$ cat src/hdl/assert_macros.svh
// Assertion macros for the RTL file that carries checks.
// Synthesis builds see empty bodies.
`ifndef ASSERT_MACROS_SVH
`define ASSERT_MACROS_SVH

`ifndef SYNTHESIS

// A property checked at every rising edge, switched off while reset is held.
`define ASSERT_CLK(label, clk, rst_n, prop) \
    label: assert property (@(posedge clk) disable iff (!rst_n) (prop)) \
        else $error("%m: check failed");

// An implication checked in the same cycle, switched off while reset is held.
`define ASSERT_IMPLY(label, clk, rst_n, ante, cons) \
    label: assert property (@(posedge clk) disable iff (!rst_n) (ante) |-> (cons)) \
        else $error("%m: check failed");

`else

`define ASSERT_CLK(label, clk, rst_n, prop)
`define ASSERT_IMPLY(label, clk, rst_n, ante, cons)

`endif

`endif

$ cat src/hdl/lcmw_pkg.sv
`default_nettype none

package lcmw_pkg;

    // Field widths, fixed by the channel formats.
    localparam int SAMPLE_BITS   = 24;
    localparam int DELTA_BITS    = 25;
    localparam int MAG_BITS      = 24;
    localparam int SCALE_BITS    = 24;
    localparam int PROD_BITS     = MAG_BITS + SCALE_BITS;
    localparam int TENTHS_BITS   = 28;
    localparam int WHOLE_BITS    = 24;
    localparam int DIGIT_BITS    = 4;
    localparam int CFG_IDX_BITS  = 8;
    localparam int CFG_DATA_BITS = 24;

    // Default group length.
    localparam int GROUP_SIZE_DEF = 5;

    // The scale factor is a Q0.24 fraction; rounding adds one half before the shift.
    localparam int SCALE_FRAC = 24;

    // Division by ten of a tenths count: multiply by ceil(2^35 / 10), keep bits 35 and up.
    // Exact for every value below 2^34, which covers the whole tenths range.
    localparam int                RECIP_SHIFT = 35;
    localparam int                RECIP_BITS  = 32;
    localparam logic [RECIP_BITS-1:0] RECIP10 = 32'd3435973837;

    localparam logic [DIGIT_BITS-1:0] DIGIT_BASE = 4'd10;

    typedef logic signed [SAMPLE_BITS-1:0] lcmw_sample_t;

    // Register map of the configuration port.
    typedef enum logic [CFG_IDX_BITS-1:0] {
        REG_TARE_OFFSET = 8'd0,
        REG_SCALE_Q24   = 8'd1
    } lcmw_reg_t;

    localparam lcmw_sample_t            TARE_RESET  = 24'sd116876;
    localparam logic [SCALE_BITS-1:0]   SCALE_RESET = 24'd41976;

    // Live configuration, handed to the datapath.
    typedef struct packed {
        logic signed [SAMPLE_BITS-1:0] tare;
        logic [SCALE_BITS-1:0]         scale;
    } lcmw_cfg_t;

    // Status of the group register toward the median stage.
    typedef struct packed {
        logic valid;
        logic timed_out;
    } lcmw_ctl_t;

    // Median stage word toward the weighing pipeline.
    typedef struct packed {
        logic         timed_out;
        lcmw_sample_t med;
    } lcmw_med_t;

endpackage

`default_nettype wire

$ cat src/hdl/lcmw_if.sv
`default_nettype none

// Sample channel: one converter reading per word.
interface lcmw_in_if;
    import lcmw_pkg::*;

    logic         valid;
    logic         ready;
    lcmw_sample_t sample;
    logic         timeout;

    modport source (output valid, sample, timeout, input ready);
    modport sink (input valid, sample, timeout, output ready);
endinterface

// Result channel: one weighed group per word.
interface lcmw_out_if;
    import lcmw_pkg::*;

    logic                          valid;
    logic                          ready;
    lcmw_sample_t                  median_raw;
    logic signed [DELTA_BITS-1:0]  delta;
    logic [TENTHS_BITS-1:0]        weight_tenths;
    logic [WHOLE_BITS-1:0]         grams_whole;
    logic [DIGIT_BITS-1:0]         grams_tenth;
    logic                          timed_out;

    modport source (output valid, median_raw, delta, weight_tenths, grams_whole,
                    grams_tenth, timed_out, input ready);
    modport sink (input valid, median_raw, delta, weight_tenths, grams_whole,
                  grams_tenth, timed_out, output ready);
endinterface

// Configuration write channel.
interface lcmw_cfg_if;
    import lcmw_pkg::*;

    logic                     valid;
    logic                     ready;
    logic [CFG_IDX_BITS-1:0]  index;
    logic [CFG_DATA_BITS-1:0] wdata;

    modport source (output valid, index, wdata, input ready);
    modport sink (input valid, index, wdata, output ready);
endinterface

`default_nettype wire

$ cat src/hdl/lcmw_window.sv
`default_nettype none

module lcmw_window #(
    parameter int GROUP_SIZE = lcmw_pkg::GROUP_SIZE_DEF
) (
    input  wire logic              clk,
    input  wire logic              rst_n,
    lcmw_in_if.sink                samples,
    output lcmw_pkg::lcmw_sample_t grp [GROUP_SIZE],
    output lcmw_pkg::lcmw_ctl_t    grp_ctl,
    input  wire logic              grp_ready
);
    import lcmw_pkg::*;

    localparam int               CNT_W = $clog2(GROUP_SIZE);
    localparam logic [CNT_W-1:0] LAST  = CNT_W'(GROUP_SIZE - 1);

    lcmw_sample_t     win_reg [GROUP_SIZE-1];
    lcmw_sample_t     grp_reg [GROUP_SIZE];
    logic [CNT_W-1:0] fill_reg;
    logic [CNT_W-1:0] fill_next;
    logic             valid_reg;
    logic             valid_next;
    logic             to_reg;
    logic             take;
    logic             done;

    // The group register may be refilled in the cycle it is drained.
    assign samples.ready = !valid_reg || grp_ready;
    assign take          = samples.valid && samples.ready;
    assign done          = take && (samples.timeout || (fill_reg == LAST));

    always_comb
    begin
        fill_next = fill_reg;
        if (done)
        begin
            fill_next = '0;
        end
        else if (take)
        begin
            fill_next = fill_reg + CNT_W'(1);
        end
    end

    always_comb
    begin
        valid_next = valid_reg;
        if (done)
        begin
            valid_next = 1'b1;
        end
        else if (grp_ready)
        begin
            valid_next = 1'b0;
        end
    end

    always_ff @(posedge clk or negedge rst_n)
    begin
        if (!rst_n)
        begin
            fill_reg  <= '0;
            valid_reg <= 1'b0;
        end
        else
        begin
            fill_reg  <= fill_next;
            valid_reg <= valid_next;
        end
    end

    always_ff @(posedge clk)
    begin
        for (int i = 0; i < GROUP_SIZE - 1; i++)
        begin
            if (take && !samples.timeout && (fill_reg == CNT_W'(i)))
            begin
                win_reg[i] <= samples.sample;
            end
        end
        if (done)
        begin
            to_reg <= samples.timeout;
            for (int i = 0; i < GROUP_SIZE - 1; i++)
            begin
                grp_reg[i] <= win_reg[i];
            end
            grp_reg[GROUP_SIZE-1] <= samples.sample;
        end
    end

    assign grp               = grp_reg;
    assign grp_ctl.valid     = valid_reg;
    assign grp_ctl.timed_out = to_reg;

endmodule

`default_nettype wire

$ cat src/hdl/lcmw_median.sv
`default_nettype none

module lcmw_median #(
    parameter int GROUP_SIZE = lcmw_pkg::GROUP_SIZE_DEF
) (
    input  wire lcmw_pkg::lcmw_sample_t smp [GROUP_SIZE],
    output lcmw_pkg::lcmw_sample_t      med
);
    import lcmw_pkg::*;

    localparam int               CNT_W = $clog2(GROUP_SIZE);
    localparam logic [CNT_W-1:0] MID   = CNT_W'(GROUP_SIZE / 2);

    logic [GROUP_SIZE-1:0] hit;

    // Each sample's place in a stable ascending sort: equal values keep their order,
    // so the places form a permutation and exactly one sample sits in the middle.
    for (genvar i = 0; i < GROUP_SIZE; i++)
    begin : g_rank
        logic [CNT_W-1:0] rank;

        always_comb
        begin
            rank = '0;
            for (int j = 0; j < GROUP_SIZE; j++)
            begin
                if (j < i)
                begin
                    if (smp[j] <= smp[i])
                    begin
                        rank = rank + CNT_W'(1);
                    end
                end
                else if (j > i)
                begin
                    if (smp[j] < smp[i])
                    begin
                        rank = rank + CNT_W'(1);
                    end
                end
            end
        end

        assign hit[i] = (rank == MID);
    end

    always_comb
    begin
        med = '0;
        for (int i = 0; i < GROUP_SIZE; i++)
        begin
            if (hit[i])
            begin
                med = med | smp[i];
            end
        end
    end

endmodule

`default_nettype wire

$ cat src/hdl/lcmw_weigh.sv
`default_nettype none

module lcmw_weigh (
    input  wire logic                clk,
    input  wire logic                rst_n,
    input  wire lcmw_pkg::lcmw_cfg_t cfg_val,
    input  wire logic                in_valid,
    input  wire lcmw_pkg::lcmw_med_t in_word,
    output logic                     in_ready,
    lcmw_out_if.source               weights
);
    import lcmw_pkg::*;

    localparam int WIDE_BITS = PROD_BITS + 4;
    localparam int RQ_BITS   = TENTHS_BITS + RECIP_BITS;
    localparam logic [WIDE_BITS-1:0] ROUND_HALF = WIDE_BITS'(1) << (SCALE_FRAC - 1);

    // Stage valids and the ready chain; a stage refills when empty or draining.
    logic c_valid_reg, d_valid_reg, e_valid_reg, f_valid_reg, o_valid_reg;
    logic c_ready, d_ready, e_ready, f_ready, o_ready;

    assign o_ready  = !o_valid_reg || weights.ready;
    assign f_ready  = !f_valid_reg || o_ready;
    assign e_ready  = !e_valid_reg || f_ready;
    assign d_ready  = !d_valid_reg || e_ready;
    assign c_ready  = !c_valid_reg || d_ready;
    assign in_ready = c_ready;

    always_ff @(posedge clk or negedge rst_n)
    begin
        if (!rst_n)
        begin
            c_valid_reg <= 1'b0;
            d_valid_reg <= 1'b0;
            e_valid_reg <= 1'b0;
            f_valid_reg <= 1'b0;
            o_valid_reg <= 1'b0;
        end
        else
        begin
            if (c_ready)
            begin
                c_valid_reg <= in_valid;
            end
            if (d_ready)
            begin
                d_valid_reg <= c_valid_reg;
            end
            if (e_ready)
            begin
                e_valid_reg <= d_valid_reg;
            end
            if (f_ready)
            begin
                f_valid_reg <= e_valid_reg;
            end
            if (o_ready)
            begin
                o_valid_reg <= f_valid_reg;
            end
        end
    end

    // Tare subtraction and magnitude.
    logic signed [DELTA_BITS-1:0] delta_c;
    logic [MAG_BITS-1:0]          mag_c;

    assign delta_c = DELTA_BITS'(in_word.med) - DELTA_BITS'(cfg_val.tare);
    assign mag_c   = delta_c[DELTA_BITS-1] ? MAG_BITS'(-delta_c) : MAG_BITS'(delta_c);

    logic                         c_to_reg;
    lcmw_sample_t                 c_med_reg;
    logic signed [DELTA_BITS-1:0] c_delta_reg;
    logic [MAG_BITS-1:0]          c_mag_reg;

    always_ff @(posedge clk)
    begin
        if (c_ready && in_valid)
        begin
            c_to_reg    <= in_word.timed_out;
            c_med_reg   <= in_word.med;
            c_delta_reg <= in_word.timed_out ? '0 : delta_c;
            c_mag_reg   <= in_word.timed_out ? '0 : mag_c;
        end
    end

    // Magnitude times the Q0.24 scale.
    logic                         d_to_reg;
    lcmw_sample_t                 d_med_reg;
    logic signed [DELTA_BITS-1:0] d_delta_reg;
    logic [PROD_BITS-1:0]         d_prod_reg;

    always_ff @(posedge clk)
    begin
        if (d_ready && c_valid_reg)
        begin
            d_to_reg    <= c_to_reg;
            d_med_reg   <= c_med_reg;
            d_delta_reg <= c_delta_reg;
            d_prod_reg  <= PROD_BITS'(c_mag_reg) * PROD_BITS'(cfg_val.scale);
        end
    end

    // Times ten as two shifted adds, plus one half, then drop the fraction.
    logic [WIDE_BITS-1:0] times10_e;

    assign times10_e = (WIDE_BITS'(d_prod_reg) << 3) + (WIDE_BITS'(d_prod_reg) << 1)
                     + ROUND_HALF;

    logic                         e_to_reg;
    lcmw_sample_t                 e_med_reg;
    logic signed [DELTA_BITS-1:0] e_delta_reg;
    logic [TENTHS_BITS-1:0]       e_tenths_reg;

    always_ff @(posedge clk)
    begin
        if (e_ready && d_valid_reg)
        begin
            e_to_reg     <= d_to_reg;
            e_med_reg    <= d_med_reg;
            e_delta_reg  <= d_delta_reg;
            e_tenths_reg <= times10_e[SCALE_FRAC +: TENTHS_BITS];
        end
    end

    // Whole grams by reciprocal multiplication.
    logic [RQ_BITS-1:0] recip_f;

    assign recip_f = RQ_BITS'(e_tenths_reg) * RQ_BITS'(RECIP10);

    logic                         f_to_reg;
    lcmw_sample_t                 f_med_reg;
    logic signed [DELTA_BITS-1:0] f_delta_reg;
    logic [TENTHS_BITS-1:0]       f_tenths_reg;
    logic [WHOLE_BITS-1:0]        f_whole_reg;

    always_ff @(posedge clk)
    begin
        if (f_ready && e_valid_reg)
        begin
            f_to_reg     <= e_to_reg;
            f_med_reg    <= e_med_reg;
            f_delta_reg  <= e_delta_reg;
            f_tenths_reg <= e_tenths_reg;
            f_whole_reg  <= recip_f[RECIP_SHIFT +: WHOLE_BITS];
        end
    end

    // The tenth digit is what is left after taking ten times the whole grams.
    logic [WHOLE_BITS+3:0] ten_whole_o;
    logic [DIGIT_BITS-1:0] digit_o;

    assign ten_whole_o = ((WHOLE_BITS + 4)'(f_whole_reg) << 3)
                       + ((WHOLE_BITS + 4)'(f_whole_reg) << 1);
    assign digit_o     = f_tenths_reg[DIGIT_BITS-1:0] - ten_whole_o[DIGIT_BITS-1:0];

    logic                         o_to_reg;
    lcmw_sample_t                 o_med_reg;
    logic signed [DELTA_BITS-1:0] o_delta_reg;
    logic [TENTHS_BITS-1:0]       o_tenths_reg;
    logic [WHOLE_BITS-1:0]        o_whole_reg;
    logic [DIGIT_BITS-1:0]        o_digit_reg;

    always_ff @(posedge clk)
    begin
        if (o_ready && f_valid_reg)
        begin
            o_to_reg     <= f_to_reg;
            o_med_reg    <= f_med_reg;
            o_delta_reg  <= f_delta_reg;
            o_tenths_reg <= f_tenths_reg;
            o_whole_reg  <= f_whole_reg;
            o_digit_reg  <= digit_o;
        end
    end

    assign weights.valid         = o_valid_reg;
    assign weights.median_raw    = o_med_reg;
    assign weights.delta         = o_delta_reg;
    assign weights.weight_tenths = o_tenths_reg;
    assign weights.grams_whole   = o_whole_reg;
    assign weights.grams_tenth   = o_digit_reg;
    assign weights.timed_out     = o_to_reg;

endmodule

`default_nettype wire

$ cat src/hdl/load_cell_median5_weigher.sv
// Channel   Dir  Handshake     Word contents
// samples   in   valid/ready   sample (24 bit signed), timeout
// weights   out  valid/ready   median_raw, delta, weight_tenths, grams_whole,
//                              grams_tenth, timed_out
// cfg       in   valid/ready   index (0 tare_offset, 1 scale_q24), wdata (24 bit)
//
// One sample word is accepted per cycle while the group register is empty or draining.
// The result word of a group, from the edge that accepts its last sample (or its timeout),
// runs through a chain of seven registered stages: group capture, median, tare, scale multiply,
// round, divide by ten, output register; each stage refills as its group moves on.
// Reset clears the fill count and all stage valids and loads the default tare and
// scale; there is no clearing pass. A stalled result holds only the stages behind
// it that are full, so empty stages keep taking samples.
`default_nettype none
`include "assert_macros.svh"

module load_cell_median5_weigher #(
    parameter int GROUP_SIZE = lcmw_pkg::GROUP_SIZE_DEF
) (
    input  wire logic   clk,
    input  wire logic   rst_n,
    lcmw_in_if.sink     samples,
    lcmw_out_if.source  weights,
    lcmw_cfg_if.sink    cfg
);
    import lcmw_pkg::*;

    // Configuration registers. Writes are only issued while the block is idle (the user must
    // keep to this; the block does not enforce it), so every stage may read them directly.
    lcmw_cfg_t cfg_reg;

    assign cfg.ready = 1'b1;

    always_ff @(posedge clk or negedge rst_n)
    begin
        if (!rst_n)
        begin
            cfg_reg.tare  <= TARE_RESET;
            cfg_reg.scale <= SCALE_RESET;
        end
        else if (cfg.valid)
        begin
            case (cfg.index)
                REG_TARE_OFFSET:
                begin
                    cfg_reg.tare <= $signed(cfg.wdata);
                end
                REG_SCALE_Q24:
                begin
                    cfg_reg.scale <= cfg.wdata;
                end
                default:
                begin
                    // Unmapped index: the write is dropped.
                end
            endcase
        end
    end

    // Sample window. It collects the group and, on the last sample or on a
    // timeout, hands a whole group to the median stage.
    lcmw_sample_t grp [GROUP_SIZE];
    lcmw_ctl_t    grp_ctl;
    logic         grp_ready;

    lcmw_window #(
        .GROUP_SIZE (GROUP_SIZE)
    ) u_window (
        .clk       (clk),
        .rst_n     (rst_n),
        .samples   (samples),
        .grp       (grp),
        .grp_ctl   (grp_ctl),
        .grp_ready (grp_ready)
    );

    // Median selection over the captured group.
    lcmw_sample_t median_c;

    lcmw_median #(
        .GROUP_SIZE (GROUP_SIZE)
    ) u_median (
        .smp (grp),
        .med (median_c)
    );

    // Median stage register. A timeout word carries a zero median; the tare stage then
    // zeroes its delta and magnitude, so every field but timed_out comes out zero.
    logic      b_valid_reg;
    logic      b_valid_next;
    lcmw_med_t b_word_reg;
    logic      b_ready;
    logic      wgh_ready;

    assign b_ready   = !b_valid_reg || wgh_ready;
    assign grp_ready = b_ready;

    always_comb
    begin
        b_valid_next = b_valid_reg;
        if (b_ready)
        begin
            b_valid_next = grp_ctl.valid;
        end
    end

    always_ff @(posedge clk or negedge rst_n)
    begin
        if (!rst_n)
        begin
            b_valid_reg <= 1'b0;
        end
        else
        begin
            b_valid_reg <= b_valid_next;
        end
    end

    always_ff @(posedge clk)
    begin
        if (b_ready && grp_ctl.valid)
        begin
            b_word_reg.timed_out <= grp_ctl.timed_out;
            b_word_reg.med       <= grp_ctl.timed_out ? '0 : median_c;
        end
    end

    // Tare, scale, rounding and the decimal split, ending in the output register.
    lcmw_weigh u_weigh (
        .clk      (clk),
        .rst_n    (rst_n),
        .cfg_val  (cfg_reg),
        .in_valid (b_valid_reg),
        .in_word  (b_word_reg),
        .in_ready (wgh_ready),
        .weights  (weights)
    );

    // Whole grams and the tenth digit put back together, and the fields that a
    // timeout word must leave at zero.
    logic [TENTHS_BITS-1:0] tenths_rebuilt;
    logic                   timeout_clean;

    assign tenths_rebuilt = TENTHS_BITS'(weights.grams_whole) * TENTHS_BITS'(DIGIT_BASE)
                          + TENTHS_BITS'(weights.grams_tenth);
    assign timeout_clean  = (weights.weight_tenths == '0) && (weights.median_raw == '0)
                          && (weights.delta == '0);

    // The tenth digit is a single decimal digit.
    `ASSERT_IMPLY(a_digit_range, clk, rst_n, weights.valid, weights.grams_tenth < DIGIT_BASE)

    // Whole grams and the tenth digit put back together give the tenths count.
    `ASSERT_IMPLY(a_decimal_split, clk, rst_n, weights.valid, tenths_rebuilt == weights.weight_tenths)

    // A timeout word carries no weight, no median and no delta.
    `ASSERT_IMPLY(a_timeout_zero, clk, rst_n, weights.valid && weights.timed_out, timeout_clean)

endmodule

`default_nettype wire

$ cat src/flat_wrapper.sv
// flat-port wrapper written by rule: the top's interface ports become plain ports
module load_cell_median5_weigher_flat import lcmw_pkg::*;
#(
    parameter int GROUP_SIZE = lcmw_pkg::GROUP_SIZE_DEF
)
  (clk, rst_n, samples_valid, samples_sample, samples_timeout, samples_ready, weights_valid, weights_median_raw, weights_delta, weights_weight_tenths, weights_grams_whole, weights_grams_tenth, weights_timed_out, weights_ready, cfg_valid, cfg_index, cfg_wdata, cfg_ready);
  lcmw_in_if samples_i ();
  lcmw_out_if weights_i ();
  lcmw_cfg_if cfg_i ();
  input  wire logic clk;
  input  wire logic rst_n;
  input wire logic [$bits(samples_i.valid)-1:0] samples_valid;
  input wire logic [$bits(samples_i.sample)-1:0] samples_sample;
  input wire logic [$bits(samples_i.timeout)-1:0] samples_timeout;
  output wire logic [$bits(samples_i.ready)-1:0] samples_ready;
  output wire logic [$bits(weights_i.valid)-1:0] weights_valid;
  output wire logic [$bits(weights_i.median_raw)-1:0] weights_median_raw;
  output wire logic [$bits(weights_i.delta)-1:0] weights_delta;
  output wire logic [$bits(weights_i.weight_tenths)-1:0] weights_weight_tenths;
  output wire logic [$bits(weights_i.grams_whole)-1:0] weights_grams_whole;
  output wire logic [$bits(weights_i.grams_tenth)-1:0] weights_grams_tenth;
  output wire logic [$bits(weights_i.timed_out)-1:0] weights_timed_out;
  input wire logic [$bits(weights_i.ready)-1:0] weights_ready;
  input wire logic [$bits(cfg_i.valid)-1:0] cfg_valid;
  input wire logic [$bits(cfg_i.index)-1:0] cfg_index;
  input wire logic [$bits(cfg_i.wdata)-1:0] cfg_wdata;
  output wire logic [$bits(cfg_i.ready)-1:0] cfg_ready;
  assign samples_i.valid = samples_valid;
  assign samples_i.sample = samples_sample;
  assign samples_i.timeout = samples_timeout;
  assign samples_ready = samples_i.ready;
  assign weights_valid = weights_i.valid;
  assign weights_median_raw = weights_i.median_raw;
  assign weights_delta = weights_i.delta;
  assign weights_weight_tenths = weights_i.weight_tenths;
  assign weights_grams_whole = weights_i.grams_whole;
  assign weights_grams_tenth = weights_i.grams_tenth;
  assign weights_timed_out = weights_i.timed_out;
  assign weights_i.ready = weights_ready;
  assign cfg_i.valid = cfg_valid;
  assign cfg_i.index = cfg_index;
  assign cfg_i.wdata = cfg_wdata;
  assign cfg_ready = cfg_i.ready;
  load_cell_median5_weigher #(.GROUP_SIZE(GROUP_SIZE)) u_core (.clk(clk), .rst_n(rst_n), .samples(samples_i), .weights(weights_i), .cfg(cfg_i));
endmodule
$ cat config.mk
export PLATFORM = sky130hd
export DESIGN_NAME = load_cell_median5_weigher_flat
export DESIGN_NICKNAME = d
export VERILOG_FILES = /design/src/hdl/lcmw_pkg.sv /design/src/hdl/lcmw_if.sv /design/src/hdl/lcmw_window.sv /design/src/hdl/lcmw_median.sv /design/src/hdl/lcmw_weigh.sv /design/src/hdl/load_cell_median5_weigher.sv /design/src/flat_wrapper.sv
export VERILOG_INCLUDE_DIRS = /design/src /design/src/hdl
export SDC_FILE = /design/constraint.sdc
export NUM_CORES = 2
export LEC_CHECK = 0
export CAP_MARGIN = 40
export CORE_ASPECT_RATIO = 1.1
export CORE_UTILIZATION = 40
export DETAILED_ROUTE_END_ITERATION = 10
export DONT_BUFFER_PORTS = 1
export PLACE_DENSITY_LB_ADDON = 0.2
export SLEW_MARGIN = 40
export SYNTH_ARGS = -nofsm -noshare
export SYNTH_HDL_FRONTEND = slang
export SYNTH_SLANG_ARGS = --single-unit
export TNS_END_PERCENT = 20
$ cat constraint.sdc
create_clock -name clk -period 10.45 [get_ports clk]
set_clock_uncertainty 0.2 [all_clocks]
set_input_delay 1.045 -clock clk [delete_from_list [all_inputs] [get_ports clk]]
set_output_delay 1.045 -clock clk [all_outputs]
set_load 0.1 [all_outputs]
==> out/qor.csv <==
stage,metric,value,unit
timing,setup_viol,0,
die,die_x,379.3,µm
drt,drt-initial-drc-count,2053,
die,die_y,417.0,µm
worst_setup_path,r2r_end,u_core.u_weigh.d_prod_reg[45],
drt,route.detailed.drc,0,
timing,finalCriticalPeriod,8.149,ns
clock_tree,path_clk_slew,0.07,ns
placed_design,gp_congestion,0.9318,
die,rows,151,
yosys,post-synth-top-count-cell,inv_1,
timing,finalCritPeriodShare,77.98,%
worst_setup_path,crit_type,flip-flop to flip-flop,
yosys,synth_edf_count,699,
drt,avgViaCountPerCell,5.084,
worst_setup_path,crit_start,u_core.cfg_reg[3],
yosys,ys_types,92,
drt,vias,38790,
timing,slew_viol_final,0,
timing,setup-tns-final,0,ns
worst_setup_path,rr_worst_depth,25,
placed_design,place_hpwl,130300,µm
yosys,synth.cell_area,62640,µm²
layout,drive_gt1_share,6.319,%
yosys,synth_top_area_cell,edfxtp_1,
global_routing,grt_max_degree,71,
die,start_util,40.48,%
layout,nNetsFinal,7029,
worst_setup_path,reg2reg_slack,2.30,ns
drt,routed_wl,161700,µm
clock_tree,cts_tree,done,
yosys,ys_seq_area_share,35.86,%
timing,finalHoldViolCount,0,
worst_hold_path,whs_path_depth,0,
yosys,ys_ff_latch,757,
drt,post_drt_wl_per_cell,21.20,µm
clock_tree,clockBufferDepth,3,
worst_setup_path,startpoint_type,flip-flop,
clock_tree,clock-sinks,757,
placed_design,dp.cells,7460,
clock_tree,cts_max_level,3,
yosys,synthFlopType,edfxtp_1,
placed_design,portBuffers,0,
yosys,ys_warn_count,0,
flow_run,drv_cap,0,
yosys,synthArstFlopShare,7.662,%
worst_setup_path,critPathArrivalTime,8.41,ns
worst_hold_path,hold_path.class,flip-flop to flip-flop,
drt,firstDrtPassIters,6,
clock_tree,clkLatencyLatePin,0.72,ns
timing,relSlewSlack,39.71,%
timing,worst_pin_slew,0.9063,ns
global_routing,grt_pass1_vias,41460,
drt,antenna_left,0,
worst_hold_path,min_from,u_core.u_window.win_reg[2][6],
layout,final_cell_count_no_fill,7630,
global_routing,grt_usage,20.92,%
worst_setup_path,cp_data_required_time,10.71,ns
die,die-area,158200,µm²
clock_tree,root_buffer,clkbuf_16,
yosys,syn-num-nets,6967,
worst_setup_path,regToRegStartpoint,u_core.cfg_reg[3],
global_routing,antenna_found_initial,17,
global_routing,overflow,0,
run_status,status,"complete, no violations",
worst_setup_path,endpoint,u_core.u_weigh.d_prod_reg[45],
worst_setup_path,end_kind,flip-flop,
yosys,yosys.area.top_type_share,33.51,%
yosys,yosys-top-cells-count,"inv_1, ha_1, edfxtp_1",
die,pin_count,171,
timing,timing.fmax,122.7,MHz
clock_tree,cts_buffers,83,
die,core_area,154700,µm²
clock_tree,cts_setup_buffers,0,
global_routing,grt_pass1_wl,247600,µm
yosys,synth_area_per_cell,11.55,µm²
worst_setup_path,worstPathMaxFanout,25,
yosys,synth_area_leaders,"edfxtp_1, fa_1, ha_1, inv_1, and2_1",
layout,largest_reg_flops,120,
layout,area_delta_synth_final,10.94,%
timing,rsz0062_at_grt,no,
yosys,synthCells,5425,
-- per-layer routing --
| layer | share of wire [%] | track usage (%) |
|---|---|---|
| met5 | 0.046 | 0 |
| met4 | 3.9 | 8.365 |
| met3 | 4.1 | 2.744 |
| met2 | 51 | 37.57 |
| met1 | 40 | 25.11 |
-- per-stage QoR --
| step | hold WS, ns | utilization (%) | instance area, µm² | setup slack, ns |
|---|---|---|---|---|
| floorplan | 0.2003 | - | 62640 | 2.133 |
| finish | 0.1970 | 44.91 | 69490 | 2.301 |
| global route | 0.1912 | 44.90 | 69470 | 1.942 |
| CTS | 0.1661 | 44.82 | 69350 | 2.285 |
| global placement | 0.2004 | 42.06 | 65080 | 2.120 |
| detailed placement | 0.2045 | 42.96 | 66470 | 2.265 |
-- timing repair --
item / CTS / global route
hold endpoints to repair: 47 / 0
endpoints found under the setup margin: 0 / 0
gates resized for setup: 0 / 0
hold buffers: 2 / 0
-- worst min path at each step --
stage	end	slack, ns
floorplan	u_core.u_weigh.d_delta_reg[10]	0.20
global placement	u_core.u_window.grp[69]	0.20
detailed placement	u_core.u_weigh.d_delta_reg[20]	0.20
CTS	u_core.u_window.win_reg[1][11]	0.17
global route	u_core.u_window.win_reg[2][19]	0.19
finish	u_core.u_window.grp[54]	0.20
-- kinds of logic after synthesis --
| group | share of synthesized area [%] |
|---|---|
| compound gates | 7.015 |
| xor+xnor | 1.954 |
| fa+ha+maj | 37.87 |
| buf+inv | 7.087 |
| flops | 35.86 |
| mux | 0.7810 |
| other cells | 0.005987 |
| simple gates | 9.428 |
-- cell type report --
| type | instances | area [µm²] |
|---|---|---|
| fillers | 14240 | 85240 |
| multi-input cells | 3491 | 35840 |
| flip-flops and latches | 757 | 22470 |
| inverters | 1044 | 3919 |
| well taps | 2065 | 2584 |
| clock buffers | 92 | 2121 |
| repair buffers | 110 | 1810 |
| clock inverters | 61 | 724.4 |
| diodes | 10 | 25.02 |
-- critical path, cell delays in order, from the launching register on --
cell,delay (ns)
dfstp_2,0.86
nand2_1,0.15
fa_1,0.57
inv_1,0.05
fa_1,0.49
inv_1,0.06
fa_1,0.53
inv_1,0.05
fa_1,0.49
inv_1,0.06
fa_1,0.54
inv_1,0.05
fa_1,0.47
inv_1,0.05
fa_1,0.47
inv_1,0.04
ha_1,0.34
and2_1,0.19
and4_1,0.25
a31oi_1,0.23
or4_1,0.63
a21o_1,0.24
a311oi_1,0.41
o21a_1,0.23
o2111a_1,0.22
nor3_1,0.05
-- layout by cell type, fill, tap and decap left out, types with 16 or more instances in the layout --
cell / netlist / routed
o21a_1: 33 / 33
nand2b_1: 22 / 22
nor2b_1: 44 / 42
a22oi_1: 26 / 26
dfrtp_1: 42 / 38
nand2_1: 405 / 405
nor2_1: 138 / 136
nand4_1: 60 / 60
buf_16: 0 / 38
clkbuf_16: 0 / 86
mux2_2: 29 / 29
buf_4: 1 / 38
xor2_1: 50 / 50
dfstp_2: 16 / 16
o21bai_1: 19 / 19
a31oi_1: 20 / 19
o21ai_0: 112 / 112
a21o_1: 104 / 104
a222oi_1: 24 / 24
a21oi_1: 203 / 203
nor3_1: 39 / 39
and2_1: 317 / 311
nand3_1: 54 / 54
edfxtp_1: 699 / 699
fa_1: 693 / 693
xnor2_1: 86 / 86
ha_1: 787 / 787
inv_1: 1044 / 1044
Power is not shown: default switching activity piles up to over one toggle a cycle in this logic, so the estimate is an artifact.
